==> config.mk <==
export PLATFORM = sky130hd
export DESIGN_NAME = errt_fin
export DESIGN_NICKNAME = d
export VERILOG_FILES = /design/src/hdl/errt_pkg.sv /design/src/hdl/errt_fin.sv
export SDC_FILE = /design/constraint.sdc
export NUM_CORES = 1
export LEC_CHECK = 0
export BUFFER_PORTS_ARGS = -buffer_cell sky130_fd_sc_hd__buf_4
export CAP_MARGIN = 5
export CELL_PAD_IN_SITES_DETAIL_PLACEMENT = 0
export CELL_PAD_IN_SITES_GLOBAL_PLACEMENT = 2
export CORE_MARGIN = 2
export CORE_UTILIZATION = 39
export CTS_BUF_LIST = sky130_fd_sc_hd__clkbuf_4
export CTS_CLUSTER_SIZE = 40
export DETAILED_ROUTE_END_ITERATION = 7
export PLACE_DENSITY = 0.84
export REMOVE_ABC_BUFFERS = 1
export SKIP_CTS_REPAIR_TIMING = 1
export SLEW_MARGIN = 5
export SYNTH_ARGS = -nofsm -noshare
export SYNTH_HDL_FRONTEND = slang
export SYNTH_SLANG_ARGS = --single-unit
==> constraint.sdc <==
create_clock -name clk -period 7.3 [get_ports clk]
set_input_delay 1.095 -clock clk [delete_from_list [all_inputs] [get_ports clk]]
set_output_delay 1.095 -clock clk [all_outputs]
set_load 0.005 [all_outputs]
==> src/hdl/errt_pkg.sv <==
// Shared types and constants for the echo request round-trip tracker.
package errt_pkg;

	// Number of request slots, one cell each
	localparam int TABLE_SLOTS = 128;

	// Field widths
	localparam int SEQ_W   = 16;
	localparam int TIME_W  = 32;
	localparam int BYTES_W = 17;
	localparam int RTT_W   = 23;
	localparam int CNT_W   = 16;

	// Request kinds on req_type
	localparam logic REQ_SEND  = 1'b0;
	localparam logic REQ_REPLY = 1'b1;

	// ICMP type of an echo reply
	localparam logic [7:0] ICMP_ECHO_REPLY = 8'd0;

	// Shortest acceptable message after the IP header
	localparam logic signed [BYTES_W-1:0] MIN_MSG_BYTES = 17'sd8;

	// floor(x / 1000) for 32-bit x as (x * RTT_RECIP) >> RTT_SHIFT
	localparam int RTT_SHIFT = 41;
	localparam logic [TIME_W-1:0] RTT_RECIP = 32'd2199023256;

	// Result codes
	typedef enum logic [2:0] {
		ST_TRACKED   = 3'd0,
		ST_FULL      = 3'd1,
		ST_SEND_FAIL = 3'd2,
		ST_MATCHED   = 3'd3,
		ST_SHORT     = 3'd4,
		ST_NOT_OURS  = 3'd5,
		ST_UNKNOWN   = 3'd6
	} status_t;

	// What a token asks of the cells it passes
	typedef enum logic [1:0] {
		OP_PASS   = 2'd0,
		OP_SEND   = 2'd1,
		OP_SEARCH = 2'd2
	} op_t;

	// One event traveling down the slot chain
	typedef struct packed {
		logic                      valid;
		op_t                       op;
		logic                      send_ok;
		status_t                   status;
		logic [SEQ_W-1:0]          seq;
		logic [TIME_W-1:0]         now_us;
		logic signed [BYTES_W-1:0] bytes;
		logic [CNT_W-1:0]          sent_total;
		logic                      hit;
		logic [TIME_W-1:0]         hit_time;
	} token_t;

endpackage

==> src/hdl/errt_fin.sv <==
// Chain exit: final status, received count, round-trip divide and output register.
module errt_fin (
	input  logic                                 clk,
	input  logic                                 arst_n,
	input  errt_pkg::token_t                     tok_in,
	output logic                                 adv,
	output logic                                 out_valid,
	input  logic                                 out_ready,
	output logic [2:0]                           status,
	output logic [errt_pkg::SEQ_W-1:0]           sequence_out,
	output logic [errt_pkg::RTT_W-1:0]           round_trip_ms,
	output logic signed [errt_pkg::BYTES_W-1:0]  message_bytes,
	output logic [errt_pkg::CNT_W-1:0]           sent_total,
	output logic [errt_pkg::CNT_W-1:0]           received_total
);

	errt_pkg::status_t                   status_c;
	logic [errt_pkg::CNT_W-1:0]          recv_cnt_q;
	logic [errt_pkg::CNT_W-1:0]          recv_next;
	logic [2*errt_pkg::TIME_W-1:0]       product;

	logic                                valid_s1;
	errt_pkg::status_t                   status_s1;
	logic [errt_pkg::SEQ_W-1:0]          seq_s1;
	logic [errt_pkg::TIME_W-1:0]         diff_s1;
	logic signed [errt_pkg::BYTES_W-1:0] bytes_s1;
	logic [errt_pkg::CNT_W-1:0]          sent_s1;
	logic [errt_pkg::CNT_W-1:0]          recv_s1;

	logic                                valid_s2;
	errt_pkg::status_t                   status_s2;
	logic [errt_pkg::SEQ_W-1:0]          seq_s2;
	logic [2*errt_pkg::TIME_W-1:0]       product_s2;
	logic signed [errt_pkg::BYTES_W-1:0] bytes_s2;
	logic [errt_pkg::CNT_W-1:0]          sent_s2;
	logic [errt_pkg::CNT_W-1:0]          recv_s2;

	logic                                out_valid_q;
	errt_pkg::status_t                   status_q;
	logic [errt_pkg::SEQ_W-1:0]          seq_q;
	logic [errt_pkg::RTT_W-1:0]          rtt_q;
	logic signed [errt_pkg::BYTES_W-1:0] bytes_q;
	logic [errt_pkg::CNT_W-1:0]          sent_q;
	logic [errt_pkg::CNT_W-1:0]          recv_q;

	// Whole pipeline holds only while a finished result waits behind a full output
	assign adv = !(out_valid_q && !out_ready && valid_s2);

	// Resolve status from what the chain found
	always_comb begin
		case (tok_in.op)
			errt_pkg::OP_SEND: begin
				if (!tok_in.send_ok) begin
					status_c = errt_pkg::ST_SEND_FAIL;
				end else if (tok_in.hit) begin
					status_c = errt_pkg::ST_TRACKED;
				end else begin
					status_c = errt_pkg::ST_FULL;
				end
			end
			errt_pkg::OP_SEARCH: begin
				status_c = tok_in.hit ? errt_pkg::ST_MATCHED : errt_pkg::ST_UNKNOWN;
			end
			default: status_c = tok_in.status;
		endcase
	end

	assign recv_next = recv_cnt_q + ((tok_in.valid && status_c == errt_pkg::ST_MATCHED) ?
		errt_pkg::CNT_W'(1) : errt_pkg::CNT_W'(0));

	// Stage 1 control
	always_ff @(posedge clk or negedge arst_n) begin
		if (!arst_n) begin
			valid_s1   <= 1'b0;
			recv_cnt_q <= '0;
		end else if (adv) begin
			valid_s1   <= tok_in.valid;
			recv_cnt_q <= recv_next;
		end
	end

	// Stage 1 payload: elapsed microseconds, modulo 2^32
	always_ff @(posedge clk) begin
		if (adv) begin
			status_s1 <= status_c;
			seq_s1    <= tok_in.seq;
			diff_s1   <= tok_in.now_us - tok_in.hit_time;
			bytes_s1  <= tok_in.bytes;
			sent_s1   <= tok_in.sent_total;
			recv_s1   <= recv_next;
		end
	end

	// Stage 2: reciprocal multiply for the divide by 1000
	assign product = diff_s1 * errt_pkg::RTT_RECIP;

	always_ff @(posedge clk or negedge arst_n) begin
		if (!arst_n) begin
			valid_s2 <= 1'b0;
		end else if (adv) begin
			valid_s2 <= valid_s1;
		end
	end

	always_ff @(posedge clk) begin
		if (adv) begin
			status_s2  <= status_s1;
			seq_s2     <= seq_s1;
			product_s2 <= product;
			bytes_s2   <= bytes_s1;
			sent_s2    <= sent_s1;
			recv_s2    <= recv_s1;
		end
	end

	// Output register
	always_ff @(posedge clk or negedge arst_n) begin
		if (!arst_n) begin
			out_valid_q <= 1'b0;
		end else if (adv && valid_s2) begin
			out_valid_q <= 1'b1;
		end else if (out_ready) begin
			out_valid_q <= 1'b0;
		end
	end

	always_ff @(posedge clk) begin
		if (adv && valid_s2) begin
			status_q <= status_s2;
			seq_q    <= seq_s2;
			rtt_q    <= (status_s2 == errt_pkg::ST_MATCHED) ?
				product_s2[errt_pkg::RTT_SHIFT +: errt_pkg::RTT_W] : '0;
			bytes_q  <= bytes_s2;
			sent_q   <= sent_s2;
			recv_q   <= recv_s2;
		end
	end

	assign out_valid      = out_valid_q;
	assign status         = status_q;
	assign sequence_out   = seq_q;
	assign round_trip_ms  = rtt_q;
	assign message_bytes  = bytes_q;
	assign sent_total     = sent_q;
	assign received_total = recv_q;

	// A round-trip time is only reported for a matched reply
	a_rtt_only_matched: assert property (@(posedge clk) disable iff (!arst_n)
		out_valid_q && (status_q != errt_pkg::ST_MATCHED) |-> (rtt_q == '0))
		else $error("round-trip time set on a result that is not a match");

	// Received count moves by at most one per cycle
	a_recv_step: assert property (@(posedge clk) disable iff (!arst_n)
		(recv_cnt_q != $past(recv_cnt_q)) |-> (recv_cnt_q == $past(recv_cnt_q) + 16'd1))
		else $error("received count jumped");

	// A held result keeps the product behind it frozen
	a_stall_holds: assert property (@(posedge clk) disable iff (!arst_n)
		out_valid_q && !out_ready && valid_s2 |=> $stable(product_s2) && valid_s2)
		else $error("stage 2 moved during a stall");

endmodule
==> reports/metrics.cfg <==
[cells_and_area]
layout_commonest_cell = inv_1
drive_gt1_frac = 0.162
final_cell_mix = inv_1, ha_1, fa_1
multi_input_area_um2 = 15000
final_cell_area_um2 = 30200
areaGrowthSynthToFinish_pct = 15.4
final_core_utilization = 0.457
seq_area_um2 = 8940
finalNetCount = 3383
fillers = 6118

[drt]
via_per_inst = 4.83
firstDrtPassIters = 5
wl_per_cell_um = 17.9
drtAntennaViolNets = 0
wirelength_um = 62000
drc = 0
drtIter0Drc = 802
num_vias = 16700

[sta]
finalCritPeriodShare = 0.967
slew_violations = 0
rsz0062_at_grt = yes
setup_violations = 0
final_hold_viol_count = 0
fmax_mhz = 142
skew_ps = 80.5
tightest_slew_ps = 1100
relSlewSlack = 0.261
period_needed_ps = 7060

[worst_setup_path]
crit_fanout = 8
end_kind = register
startpoint_type = register
worstPathArrival_ps = 7520
reg2reg_slack_ps = 240
path_class = register to register
worstPathRequired_ps = 7760
startpoint = diff_s1[18]
r2r_start = diff_s1[18]

[cts]
htreeDepth = 3
clk_pin_slew_ps = 70
cts_root_buf = clkbuf_4
cts_max_path_buffers = 3
cts_buffers = 82
clk_latency_ps = 780
tritoncts = yes
cts.sinks = 301

[placed_design]
placed_cell_area_um2 = 29100
port_buffers = 216
gp_congestion = 0.914
dpl.hpwl_um = 52500

[floorplan]
io_pins = 217
start_util = 0.396
num_rows = 94
die_h_um = 263
coreArea_um2 = 66100
die_w_um = 263
die_area_um2 = 69200

[synth]
synth_edf_count = 282
async_reset_ff_frac = 0.0631
yosysUniqueCellTypes = 67
syn_area_per_cell_um2 = 11.8
ys_warn_count = 0
synth.ff_latch_count = 301
syn_area_um2 = 26200
synthCells = 2217
ys_seq_area_frac = 0.342
ys.flop_type = edfxtp_1

[grt]
grt_first_pass_wirelength_um = 98000
antenna_found_initial = 1
grt.overflow.total = 0
grt_usage = 0.181
grt_pass1_vias = 18200
grt_max_degree = 80

[hold_path]
hold_class = primary input to asynchronous set/reset pin

[run]
maxCapViolCount = 0

[status]
status = finished, final reports clean

cell type report:
cell class / instances / area share
multi-input cells: 1313 / 0.496
flip-flops and latches: 301 / 0.296
inverters: 579 / 0.0719
repair buffers: 260 / 0.0646
well taps: 864 / 0.0358
clock buffers: 122 / 0.0303
clock inverters: 27 / 0.00518
diodes: 1 / 0.0000828
final timing paths:
kind	to	depth (start not counted)
min	recv_cnt_q[3]	1
max reg2reg	product_s2[56]	22
max	product_s2[56]	22
min in group clk	sequence_out[12]	0
max in group asynchronous	out_valid	1
min reg2reg	sequence_out[12]	0
stage by stage:
step	hold slack, ps	setup TNS (ps)	cells	setup slack (ps)
after floorplan	400	-76560	2193	-664
after global placement	400	0	3317	155
after detailed placement	405	0	3317	115
after CTS	152	0	3466	39.3
after global routing	162	-46.0	3467	-46.0
final	227	0	3467	240
critical path: stages (launching register included):
cell and delay, ps:
edfxtp_1 610, ha_1 450, fa_1 400, fa_1 490, inv_1 50, fa_1 470, inv_1 50, fa_1 480
fa_1 540, fa_1 520, inv_1 50, fa_1 480, inv_1 40, ha_1 390, nand4_1 220, o31ai_1 270
a31oi_1 70, o211ai_1 180, a41oi_1 80, buf_4 200, o31ai_2 370, a221oi_1 150, xnor2_1 170
registers in the layout, summed over array words and instances (netlist names), 17 cells and up:
signal,flops
bytes_s2,17
product_s2,23
bytes_s1,17
round_trip_ms,23
diff_s1,32
message_bytes,17
per-layer routing:
metal | vias up | wire, µm | GRT usage
li1 | 8013 | - | -
met1 | 8354 | 26500 | 0.224
met2 | 288 | 32100 | 0.324
met3 | 75 | 1880 | 0.0264
met4 | 0 | 1580 | 0.0558
met5 | - | 0 | 0
synth_stat cells, types with 3 or more instances:
cell,count,share of area
inv_1,579,0.083
ha_1,423,0.20
fa_1,299,0.23
edfxtp_1,282,0.32
a21oi_1,87,0.017
nand2_1,70,0.010
nor2_1,51,0.0073
xnor2_1,49,0.016
o21ai_0,41,0.0078
a21o_1,34,0.0097
and2_1,26,0.0062
nand3_1,25,0.0048
nand4_1,25,0.0060
clkbuf_1,24,0.0034
xor2_1,22,0.0074
and3_1,20,0.0048
dfrtp_1,19,0.018
nand2b_1,12,0.0029
o211ai_1,9,0.0026
o21a_1,9,0.0026
o21bai_1,9,0.0026
a211oi_1,8,0.0023
a31oi_1,8,0.0019
nor3_1,8,0.0015
o21ai_1,7,0.0013
a221o_1,4,0.0015
a221oi_1,4,0.0013
nor2b_1,4,0.00096
a211o_1,3,0.0010
mux2_2,3,0.0013
nor4_1,3,0.00072
o31ai_1,3,0.00086
kinds of logic after synthesis:
group                    Yosys count  synth area share
buffers and inverters            603            0.0864
adder cells (fa/ha/maj)          722             0.431
flip-flops                       301             0.342
AO/OA/AOI/OAI                    259            0.0661
AND/OR/NAND/NOR                  256            0.0494
XOR/XNOR                          71            0.0237
multiplexers                       5           0.00205
Power is left out: the tool's default activity adds up to more than one toggle a clock period on the data nets, which glitch-free logic cannot reach.
