===== src/hdl/errt_pkg.sv =====
// Shared types and constants for the echo request round-trip tracker.
package errt_pkg;

	// Number of request slots, one cell each
	localparam int TABLE_SLOTS = 128;

	// Field widths
	localparam int SEQ_W   = 16;
	localparam int TIME_W  = 32;
	localparam int BYTES_W = 17;
	localparam int RTT_W   = 23;
	localparam int CNT_W   = 16;

	// Request kinds on req_type
	localparam logic REQ_SEND  = 1'b0;
	localparam logic REQ_REPLY = 1'b1;

	// ICMP type of an echo reply
	localparam logic [7:0] ICMP_ECHO_REPLY = 8'd0;

	// Shortest acceptable message after the IP header
	localparam logic signed [BYTES_W-1:0] MIN_MSG_BYTES = 17'sd8;

	// floor(x / 1000) for 32-bit x as (x * RTT_RECIP) >> RTT_SHIFT
	localparam int RTT_SHIFT = 41;
	localparam logic [TIME_W-1:0] RTT_RECIP = 32'd2199023256;

	// Result codes
	typedef enum logic [2:0] {
		ST_TRACKED   = 3'd0,
		ST_FULL      = 3'd1,
		ST_SEND_FAIL = 3'd2,
		ST_MATCHED   = 3'd3,
		ST_SHORT     = 3'd4,
		ST_NOT_OURS  = 3'd5,
		ST_UNKNOWN   = 3'd6
	} status_t;

	// What a token asks of the cells it passes
	typedef enum logic [1:0] {
		OP_PASS   = 2'd0,
		OP_SEND   = 2'd1,
		OP_SEARCH = 2'd2
	} op_t;

	// One event traveling down the slot chain
	typedef struct packed {
		logic                      valid;
		op_t                       op;
		logic                      send_ok;
		status_t                   status;
		logic [SEQ_W-1:0]          seq;
		logic [TIME_W-1:0]         now_us;
		logic signed [BYTES_W-1:0] bytes;
		logic [CNT_W-1:0]          sent_total;
		logic                      hit;
		logic [TIME_W-1:0]         hit_time;
	} token_t;

endpackage


===== src/hdl/errt_cell.sv =====
// One slot of the request table; inspects and forwards one token per cycle while adv is high.
module errt_cell (
	input  logic            clk,
	input  logic            arst_n,
	input  logic            adv,
	input  errt_pkg::token_t tok_in,
	output errt_pkg::token_t tok_out
);

	logic                         busy_q;
	logic [errt_pkg::SEQ_W-1:0]   seq_q;
	logic [errt_pkg::TIME_W-1:0]  time_q;
	errt_pkg::token_t             tok_q;
	errt_pkg::token_t             tok_nxt;
	logic                         claim;
	logic                         match;

	// First free slot takes a send, first busy slot with the sequence takes a reply
	assign claim = tok_in.valid && !tok_in.hit && (tok_in.op == errt_pkg::OP_SEND) && !busy_q;
	assign match = tok_in.valid && !tok_in.hit && (tok_in.op == errt_pkg::OP_SEARCH) &&
		busy_q && (seq_q == tok_in.seq);

	// Token as handed to the next cell
	always_comb begin
		tok_nxt     = tok_in;
		tok_nxt.hit = tok_in.hit | claim | match;
		if (match) begin
			tok_nxt.hit_time = time_q;
		end
	end

	// Busy flag and token register
	always_ff @(posedge clk or negedge arst_n) begin
		if (!arst_n) begin
			busy_q <= 1'b0;
			tok_q  <= '0;
		end else if (adv) begin
			if (claim) begin
				busy_q <= 1'b1;
			end else if (match) begin
				busy_q <= 1'b0;
			end
			tok_q <= tok_nxt;
		end
	end

	// Slot payload, written on claim only
	always_ff @(posedge clk) begin
		if (adv && claim) begin
			seq_q  <= tok_in.seq;
			time_q <= tok_in.now_us;
		end
	end

	assign tok_out = tok_q;

endmodule


===== config.mk =====
export PLATFORM = sky130hd
export DESIGN_NAME = errt_cell
export DESIGN_NICKNAME = d
export VERILOG_FILES = /design/src/hdl/errt_pkg.sv /design/src/hdl/errt_cell.sv
export SDC_FILE = /design/constraint.sdc
export NUM_CORES = 1
export LEC_CHECK = 0
export ABC_AREA = 0
export BUFFER_PORTS_ARGS = -buffer_cell sky130_fd_sc_hd__buf_2
export CAP_MARGIN = 20
export CORE_MARGIN = 1.5
export CORE_UTILIZATION = 40
export CTS_CLUSTER_SIZE = 25
export DETAILED_ROUTE_END_ITERATION = 6
export GPL_TIMING_DRIVEN = 0
export PLACE_DENSITY = 0.67
export SETUP_SLACK_MARGIN = 0.2
export SLEW_MARGIN = 0
export SYNTH_ARGS = -nofsm -noshare
export SYNTH_HDL_FRONTEND = slang
export SYNTH_SLANG_ARGS = --single-unit

===== constraint.sdc =====
create_clock -name clk -period 6.5 [get_ports clk]
set_input_delay 0.65 -clock clk [delete_from_list [all_inputs] [get_ports clk]]
set_output_delay 0.65 -clock clk [all_outputs]
set_load 0.02 [all_outputs]

==> flow_summary_export.csv, run 1 <==
group,metric,value,unit
worst_setup_path,cp.arrival,2530,ps
drt,vias,4850,
clock_tree,cts_tree,"built",
synthesis,synth-simple-area-share,0.08117,
timing,tns,0,ps
synthesis,ys.flop_type,"dfrtp_1",
timing,worstMarginPinSlew,820.2,ps
worst_setup_path,rrSetupSlack,4140,ps
timing,relSlewSlack,0.4508,
cells_and_area,drive_gt1_frac,0.4582,
worst_setup_path,cpMostUsedCell,"buf_6",
clock_tree,clk_path_buf_depth,2,
timing,fin_hold_ws,199.1,ps
cells_and_area,nets,877,
synthesis,synth_fa_ha_area_frac,0,
worst_setup_path,cp-end-kind,"register",
die,io-pin-count,245,
clock_tree,ctsResizeCount,0,
worst_setup_path,r2r_end,"tok_out[12]",
cells_and_area,fin_cells,986,
synthesis,synth-compound-area-share,0.06180,
placed_design,gp_congestion,0.8037,
die,fp-row-count,47,
drt,first_pass_iters,4,
synthesis,ys_ff_latch,170,
clock_tree,path_clk_slew,60,ps
grt,grt_pass1_vias,5115,
timing,skew,14.89,ps
synthesis,synthXorXnorAreaFrac,0.01808,
timing,max_freq,415.4,MHz
synthesis,avgSynthCellArea,13.96,sq um
pwr,p_leak,0.003802,uW
placed_design,io_buffers,243,
die,fp.dieH,133.2,microns
worst_setup_path,cp_data_required_time,6620,ps
synthesis,yosysWarnings,0,
pwr,vdd_drop_max,0.0001671,V
drt,drtAntennaViolNets,0,
synthesis,synthMuxAreaShare,0.1461,
worst_setup_path,reg2reg_from,"seq_q[15]",
grt,grt_overflow,0,
worst_setup_path,crit_chain,"clkbuf_1 -> nor3b_2 -> buf_6 -> buf_6 -> buf_8",
synthesis,synthArstFlopShare,0.7176,
grt,grt_pass1_wl,26520,microns
placed_design,placedCellCount,954,
cells_and_area,seq_area,4494,sq um
cells_and_area,postLayoutCoreUtil,0.5395,
synthesis,postSynthCellCount,486,
drt,via_per_inst,4.919,
cells_and_area,fillers,1484,
synthesis,synth_edf_count,48,
drt,drt-total-wl,16570,microns
clock_tree,post_cts_buffers,0,
worst_setup_path,critPathKind,"primary input to register",
cells_and_area,multi_input_area,2088,sq um
clock_tree,clock-root-buffer,"clkbuf_16",
clock_tree,cts_hold_buf,0,
synthesis,synth_nets,610,
drt,wire_per_inst,16.81,microns
timing,final_max_slew_viol_count,0,
timing,final_hold_viol_count,0,
worst_setup_path,crit_slowest_cell,"nor3b_2",
cells_and_area,syn_to_final_growth,31.91,%
timing,setup_viol,0,
worst_setup_path,worst_setup_path_start_kind,"primary input",
die,die-area,17750,sq um
clock_tree,htree_levels,4,
grt,antenna_found_initial,0,
clock_tree,clkSinkCount,170,
grt,grt_usage,0.1936,
placed_design,hpwl,12580,microns
grt,grt_max_degree,67,
flow_run,max-cap-violations,0,
synthesis,synth-seq-area-share,0.6626,
cells_and_area,diodes,0,
status,outcome,"completed",
die,design.core.area,16580,sq um
synthesis,synth_area,6783,sq um
worst_setup_path,critPathMaxStageDelay,790,ps
die,start_util,0.4090,
drt,drt-initial-drc-count,233,
timing,fin_crit_sh,0.3703,
worst_setup_path,r2r_cells,6,
pwr,power_density,288.4,nW/um^2
die,die_w,133.2,microns
clock_tree,cts_buffers,17,
clock_tree,clkLatencyLatePin,420,ps
worst_setup_path,crit_fanout,11,
drt,drc,0,
synthesis,synth_cell_type_count,34,
synthesis,synth_top_family_by_area,"multiplexers",
timing,rsz0062_at_grt,"no",
timing,min_period,2407,ps
min_path,hold_class,"primary input to asynchronous set/reset pin",
stage by stage:
step | instance area, sq um | power, uW | setup slack (ps)
floorplan | 6783 | 1428 | 1467
global placement | 8274 | 1585 | -616.6
detailed placement | 8362 | 1600 | 3589
CTS | 8947 | 2615 | 3993
global route | 8947 | 2691 | 3835
finish | 8947 | 2580 | 4093
per-layer routing:
metal  track usage  up-vias  wire length (microns)
met5             0        -                      0
met4       0.06824        0                    281
met3       0.05556       20                   1223
met2        0.3235      210                   7978
met1        0.2416     2334                   7087
li1              -     2286                      -
where the power goes:
group	total, uW	internal [uW]	switching (uW)
logic	356	143	214
clock network	1000	601	404
registers	1220	1180	40.2
area by class of cell:
class                   instances  area share
flip-flops and latches        170      0.5023
multi-input cells             281      0.2334
repair buffers                248      0.1452
clock buffers                  19     0.04838
well taps                     220     0.03076
plain buffers                  33     0.02209
clock inverters                13     0.01706
inverters                       2   0.0008390
cell families after synthesis:
family	Yosys count
and+or+nand+nor	111
xor gates and xnor gates	14
AOI/OAI and AO/OA	68
DFF	170
buffers and inverters	35
muxes	88
sequential cells by signal (all words and copies together), names as in the netlist:
signal   count
tok_out    121
time_q      32
busy_q       1
seq_q       16
worst max-delay path, delay by kind of cell:
| family | cells | cell delay, ps |
|---|---|---|
| simple gates | 1 | 790 |
| buf+inv | 4 | 1070 |
worst max path at each step:
stage / end / start / depth (start not counted)
2_1_floorplan: seq_q[0] / adv / 2
3_3_place_gp: time_q[26] / adv / 2
3_5_place_dp: tok_out[12] / tok_in[113] / 7
4_1_cts: tok_out[12] / seq_q[15] / 6
5_1_grt: tok_out[2] / seq_q[15] / 6
6_report: time_q[22] / adv / 5
synth_stat cells (2+ instances only):
master	instances	area share
nor2_1	35	0.019
edfxtp_1	48	0.21
clkbuf_1	19	0.011
a31oi_1	32	0.030
inv_1	2	0.0011
o21ai_2	5	0.0065
or3_1	32	0.030
nand2_1	33	0.018
dlygate4sd1_1	4	0.0052
o21ai_1	27	0.020
dfrtp_1	122	0.45
mux2_1	31	0.051
buf_6	5	0.0083
mux2_2	57	0.095
xor2_1	12	0.015
xnor2_1	2	0.0026
buf_2	3	0.0022
layout by cell type (no fill, tap or decap), types with 2 or more instances in the layout:
| cell | n |
|---|---|
| o21ai_1 | 27 |
| buf_2 | 245 |
| edfxtp_1 | 48 |
| dfrtp_1 | 122 |
| clkbuf_16 | 17 |
| mux2_1 | 31 |
| xnor2_1 | 2 |
| clkinvlp_4 | 2 |
| a31oi_1 | 32 |
| xor2_1 | 12 |
| nand2_1 | 33 |
| mux2_2 | 57 |
| clkinv_2 | 2 |
| inv_1 | 2 |
| clkbuf_1 | 21 |
| buf_6 | 9 |
| o21ai_2 | 5 |
| bufinv_16 | 3 |
| or3_1 | 32 |
| nor2_1 | 35 |
| dlygate4sd1_1 | 4 |
| clkinv_4 | 3 |
| clkinv_1 | 3 |
Note: power is estimated with default switching activity, not from simulation.
==> inputs of run 2 (changes only) <==
Settings changed: ABC_AREA 0 to 1, PLACE_DENSITY 0.67 to 0.69.
Clock period 6.5 ns to 2 ns, I/O delays scaled along.
==> flow_summary_export.csv, run 2 <==
group,metric,value,unit
die,die-area,18310,sq um
synthesis,synthArstFlopShare,0.7176,
worst_setup_path,worst_setup_path_start_kind,"primary input",
pwr,total_power,8440,uW
synthesis,yosysWarnings,0,
clock_tree,clock-root-buffer,"clkbuf_16",
synthesis,synth_fa_ha_area_frac,0,
worst_setup_path,crit_slowest_cell,"dlygate4sd3_1",
flow_run,max-cap-violations,0,
placed_design,dp_slack,-221.4,ps
timing,min_period,1670,ps
cells_and_area,syn_to_final_growth,46.02,%
pwr,power_density,825.3,nW/um^2
grt,grt_pass1_vias,6136,
drt,drt-total-wl,20770,microns
drt,drtAntennaViolNets,0,
clock_tree,htree_levels,4,
min_path,timing.hold.worst_path_depth,1,
min_path,hold_class,"primary input to register",
synthesis,ys_ff_latch,170,
worst_setup_path,critPathMaxStageDelay,530,ps
pwr,vdd_drop_max,0.0005616,V
timing,max_freq,598.6,MHz
die,start_util,0.4078,
timing,final_max_slew_viol_count,0,
grt,grt_overflow,0,
grt,grt_max_degree,65,
cells_and_area,stdcell_area,10230,sq um
worst_setup_path,cp-end-kind,"register",
synthesis,synth-compound-area-share,0.01072,
synthesis,synthMuxAreaShare,0,
timing,setup_viol,0,
synthesis,synth_cell_type_count,22,
clock_tree,cts_buffers,17,
timing,relSlewSlack,0.5514,
clock_tree,clk_path_buf_depth,2,
synthesis,synth_nets,909,
placed_design,gp_congestion,0.8403,
synthesis,synthXorXnorAreaFrac,0.001250,
status,outcome,"completed",
timing,worstMarginPinSlew,672.8,ps
drt,first_pass_iters,5,
grt,antenna_found_initial,1,
synthesis,yosys-top-cells-area,"dfrtp_1 44%, edfxtp_1 21%, nand2_1 20%",
clock_tree,clkSinkCount,170,
timing,fin_crit_sh,0.8352,
worst_setup_path,cpMostUsedCell,"nand2_1",
synthesis,ys.flop_type,"dfrtp_1",
synthesis,yosysMostFrequentCell,"nand2_1",
placed_design,io_buffers,244,
timing,rsz0062_at_grt,"yes",
placed_design,post_dp_cell_area,8544,sq um
synthesis,yosysTopAreaCellShare,0.4359,
drt,drt-initial-drc-count,392,
die,die_w,135.3,microns
cells_and_area,layout_common_cells,"380 x nand2_1, 246 x buf_2, 122 x dfrtp_1, 90 x inv_1, 82 x dlygate4sd3_1",
drt,via_per_inst,4.486,
cells_and_area,drive_gt1_frac,0.2773,
clock_tree,path_clk_slew,70,ps
drt,vias,6222,
die,design.core.area,17180,sq um
clock_tree,clkLatencyLatePin,420,ps
synthesis,synth_top_family_by_area,"simple AND/OR/NAND/NOR gates",
synthesis,synthTopCellsByCount,"381 x nand2_1, 122 x dfrtp_1, 93 x inv_1",
worst_setup_path,cp.arrival,1980,ps
worst_setup_path,crit_chain,"dlygate4sd3_1 -> buf_2 -> inv_1 -> nand2_1 -> nand2_1 -> nor2_2 -> nand3b_1 -> nor2_4 -> buf_12 -> buf_6 -> nand3_1 -> nand3_1 -> nand2_1",
die,fp-row-count,48,
clock_tree,cts_tree,"built",
synthesis,yosysTopAreaCell,"dfrtp_1",
synthesis,synth-simple-area-share,0.2690,
timing,final_hold_viol_count,0,
synthesis,postSynthCellCount,785,
timing,fin_ws,329.6,ps
timing,skew,9.913,ps
pwr,p_leak,0.005535,uW
drt,drc,0,
grt,grt_pass1_wl,31550,microns
synthesis,synth_edf_count,48,
cells_and_area,nets,1272,
worst_setup_path,cp_data_required_time,2310,ps
cells_and_area,largest_register_ffs,121,
die,fp.dieH,135.3,microns
synthesis,synth-seq-area-share,0.6417,
drt,wire_per_inst,14.98,microns
grt,grt_usage,0.2254,
synthesis,synth_area,7004,sq um
worst_setup_path,critPathKind,"primary input to register",
cells_and_area,postLayoutCoreUtil,0.5954,
die,io-pin-count,245,
timing,tns,0,ps
placed_design,hpwl,13690,microns
worst_setup_path,r2r_cells,11,
worst_setup_path,crit_fanout,10,
synthesis,avgSynthCellArea,8.923,sq um
cells_and_area,final_common_cell,"nand2_1",
## run 2: final timing paths
| path | startpoint | to | slack, ps |
|---|---|---|---|
| max | tok_in[110] | tok_out[16] | 330 |
| min | tok_in[108] | seq_q[10] | 30 |
| max reg2reg | seq_q[9] | tok_out[16] | 390 |
| min reg2reg | tok_out[58] | tok_out[58] | 470 |
| max in group asynchronous | arst_n | tok_out[66] | 950 |
| min in group asynchronous | arst_n | tok_out[9] | 310 |
## run 2: cell families (layout without fill, tap and decap cells)
| kind of cell | count (synthesis) | count (layout) |
|---|---|---|
| DFF | 170 | 170 |
| AOI/OAI and AO/OA | 15 | 15 |
| buffers and inverters | 130 | 505 |
| and+or+nand+nor | 469 | 470 |
| xor gates and xnor gates | 1 | 1 |
| other | 0 | 1 |
## run 2: where the power goes
group	internal [uW]	leakage (uW)	switching, uW
logic	492	0.00333	784
registers	3810	0.00192	124
clock network	1830	0.000293	1400
## run 2: routing by layer
layer	global-route usage	routed length [microns]	vias to the layer above	part of all wire
met2	0.3798	10290	206	0.50
met5	0	0	-	0
li1	-	-	3121	-
met4	0.08961	537	0	0.026
met1	0.2845	8902	2858	0.43
met3	0.04676	1039	37	0.050
## run 2: critical path: cells and delay by family
kind                   cells  cell delay [ps]
buffers and inverters      5              980
and+or+nand+nor            8              790
## run 2: metrics by stage
step                hold slack, ps  std cells
floorplan                   -95.59        785
global placement             394.0       1254
detailed placement           210.2       1255
CTS                       0.004413       1370
global route                 10.64       1387
finish                       28.34       1387
## run 2: timing repair
item / in CTS / in global routing
hold endpoints to repair: 163 / 1
cloned: 1 / 5
endpoints found under the setup margin: 48 / 81
pin swaps: 0 / 6
hold buffers: 82 / 1
resized for setup: 1 / 22
buffers inserted: 0 / 10
## run 2: final cells by class
cell class | instances | area, sq um
antenna | 1 | 2.502
buffer | 35 | 200.2
clock buffer | 20 | 466.7
clock inverter | 12 | 107.6
fill | 1505 | 6949
inverter | 95 | 360.3
multi-input combinational | 486 | 2006
sequential | 170 | 4494
tap | 225 | 281.5
timing repair buffer | 340 | 2286
timing repair inverter | 3 | 22.52
==> inputs of run 3 (changes only) <==
Clock period 2 ns to 1.42 ns, I/O delays scaled along.
==> flow_summary_export.csv, run 3 (synthesized netlist as in run 2, its figures left out) <==
group,metric,value,unit
timing,min_period,1601,ps
cells_and_area,layout_common_cells,"377 x nand2_1, 247 x buf_2, 122 x dfrtp_1, 91 x inv_1, 88 x dlygate4sd3_1",
die,die_w,135.3,microns
min_path,hold_class,"primary input to register",
timing,fin_crit_sh,1.127,
status,outcome,"finished, violations left",
timing,fin_ws,-180.7,ps
drt,wire_per_inst,15.18,microns
cells_and_area,largest_register_ffs,121,
drt,first_pass_iters,5,
worst_setup_path,critPathMaxStageDelay,600,ps
pwr,vdd_drop_max,0.0007767,V
status,violations,"negative setup slack",
timing,final_hold_viol_count,0,
die,io-pin-count,245,
grt,grt_pass1_vias,6414,
worst_setup_path,crit_slowest_cell,"dlygate4sd3_1",
clock_tree,path_clk_slew,70,ps
pwr,p_leak,0.005666,uW
die,design.core.area,17180,sq um
placed_design,gp_congestion,0.7943,
worst_setup_path,path_buf_inv,5,
placed_design,dp_slack,-388.2,ps
worst_setup_path,cp_data_required_time,1730,ps
grt,grt_pass1_wl,32490,microns
worst_setup_path,cp-end-kind,"register",
cells_and_area,final_common_cell,"nand2_1",
drt,drtAntennaViolNets,0,
pwr,pwr-share-comb,0.158,
worst_setup_path,worst_setup_path_start_kind,"primary input",
worst_setup_path,critPathTopFamily,"buffers and inverters",
grt,antenna_found_initial,0,
placed_design,post_dp_cell_area,8712,sq um
worst_setup_path,r2r_cells,10,
drt,drc,0,
worst_setup_path,cp.depth,13,
drt,vias,6478,
drt,drt-initial-drc-count,340,
cells_and_area,nets,1286,
timing,rsz0062_at_grt,"yes",
grt,grt_overflow,0,
cells_and_area,drive_gt1_frac,0.3268,
clock_tree,clkLatencyLatePin,420,ps
timing,worstMarginPinSlew,633.4,ps
die,fp.dieH,135.3,microns
pwr,clkPwrFrac,0.375,
timing,skew,8.322,ps
timing,relSlewSlack,0.5777,
worst_setup_path,critical_path.startpoint,"tok_in[101]",
cells_and_area,syn_to_final_growth,54.31,%
clock_tree,cts_buffers,17,
timing,max_freq,624.7,MHz
worst_setup_path,critPathKind,"primary input to register",
clock_tree,htree_levels,4,
timing,setup_viol,82,
placed_design,hpwl,13540,microns
clock_tree,clock-root-buffer,"clkbuf_16",
cells_and_area,stdcell_area,10810,sq um
die,die-area,18310,sq um
grt,grt_max_degree,65,
timing,fin_hold_ws,11.14,ps
clock_tree,cts_tree,"built",
drt,via_per_inst,4.627,
clock_tree,clk_path_buf_depth,2,
flow_run,max-cap-violations,0,
worst_setup_path,rrSetupSlack,-170,ps
pwr,power.internal,8528,uW
pwr,seqPwrFrac,0.467,
worst_setup_path,cp.arrival,1910,ps
die,fp-row-count,48,
placed_design,io_buffers,244,
pwr,netSwitchingFraction,0.2805,
timing,final_max_slew_viol_count,0,
pwr,switching_power,3325,uW
cells_and_area,fillers,1487,
worst_setup_path,crit_fanout,5,
pwr,total_power,11850,uW
clock_tree,clkSinkCount,170,
worst_setup_path,crit_chain,"buf_2 -> dlygate4sd3_1 -> inv_2 -> nand2_1 -> nand2_1 -> nor2_2 -> nand3_2 -> nor2_4 -> buf_12 -> buf_8 -> nand3_2 -> nand3_2 -> nand2_1",
worst_setup_path,reg2reg_from,"seq_q[9]",
grt,grt_usage,0.2311,
pwr,power_density,1097,nW/um^2
drt,drt-total-wl,21260,microns
worst_setup_path,crit_end,"tok_out[4]",
die,start_util,0.4078,
worst_setup_path,r2r_end,"tok_out[27]",
cells_and_area,diodes,0,
-- run 3: worst reg2reg max path, delay by kind of cell (launching register included) --
kind                   cells  cell delay (ps)
and+or+nand+nor            8              740
buffers and inverters      2              360
DFF                        1              390
-- run 3: power groups by stage --
stage,Sequential [uW],Combinational (uW),Clock (uW)
after floorplan,6010,447,0
after global placement,5620,1570,0
after detailed placement,5620,1610,0
after CTS,5530,1820,4520
after global routing,5570,2040,4740
final,5540,1870,4450
-- run 3: metal layers --
| metal | global-route usage | up-vias | wire length [microns] |
|---|---|---|---|
| li1 | - | 3149 | - |
| met1 | 0.2880 | 3075 | 9002 |
| met2 | 0.3946 | 229 | 10660 |
| met3 | 0.05761 | 25 | 1220 |
| met4 | 0.07467 | 0 | 380 |
| met5 | 0 | - | 0 |
-- run 3: area by class of cell --
class | instances | area (sq um) | share of cell area
clock inverter | 13 | 118.9 | 0.01100
tap | 225 | 281.5 | 0.02605
sequential | 170 | 4494 | 0.4158
inverter | 95 | 360.3 | 0.03334
timing repair buffer | 358 | 2530 | 0.2341
clock buffer | 19 | 432.9 | 0.04006
buffer | 35 | 227.7 | 0.02107
multi-input combinational | 485 | 2362 | 0.2186
-- run 3: repair_timing --
item	4_1_cts	5_1_grt
hold buffers	88	0
gates cloned	3	3
setup endpoints to repair	135	83
gates resized for setup	24	48
pin swaps	5	10
endpoints found under the hold margin	183	0
buffers inserted	13	5
-- run 3: metrics by stage --
stage               cells  utilization  TNS, ps
floorplan             785            -   -12880
global placement     1254       0.5041  -246640
detailed placement   1256       0.5072   -42940
CTS                  1392       0.6089    -7419
global route         1400       0.6292   -18240
finish               1400       0.6292   -10460
-- run 3: worst min-delay path by stage --
stage,start,endpoint,slack [ps],cells past startpoint
final,tok_in[105],tok_out[105],10,3
after global routing,tok_in[9],tok_out[9],20,5
after CTS,tok_in[100],tok_out[100],1,3
after detailed placement,arst_n,tok_out[15],160,1
after global placement,tok_in[67],time_q[1],340,1
after floorplan,arst_n,busy_q,-150,0
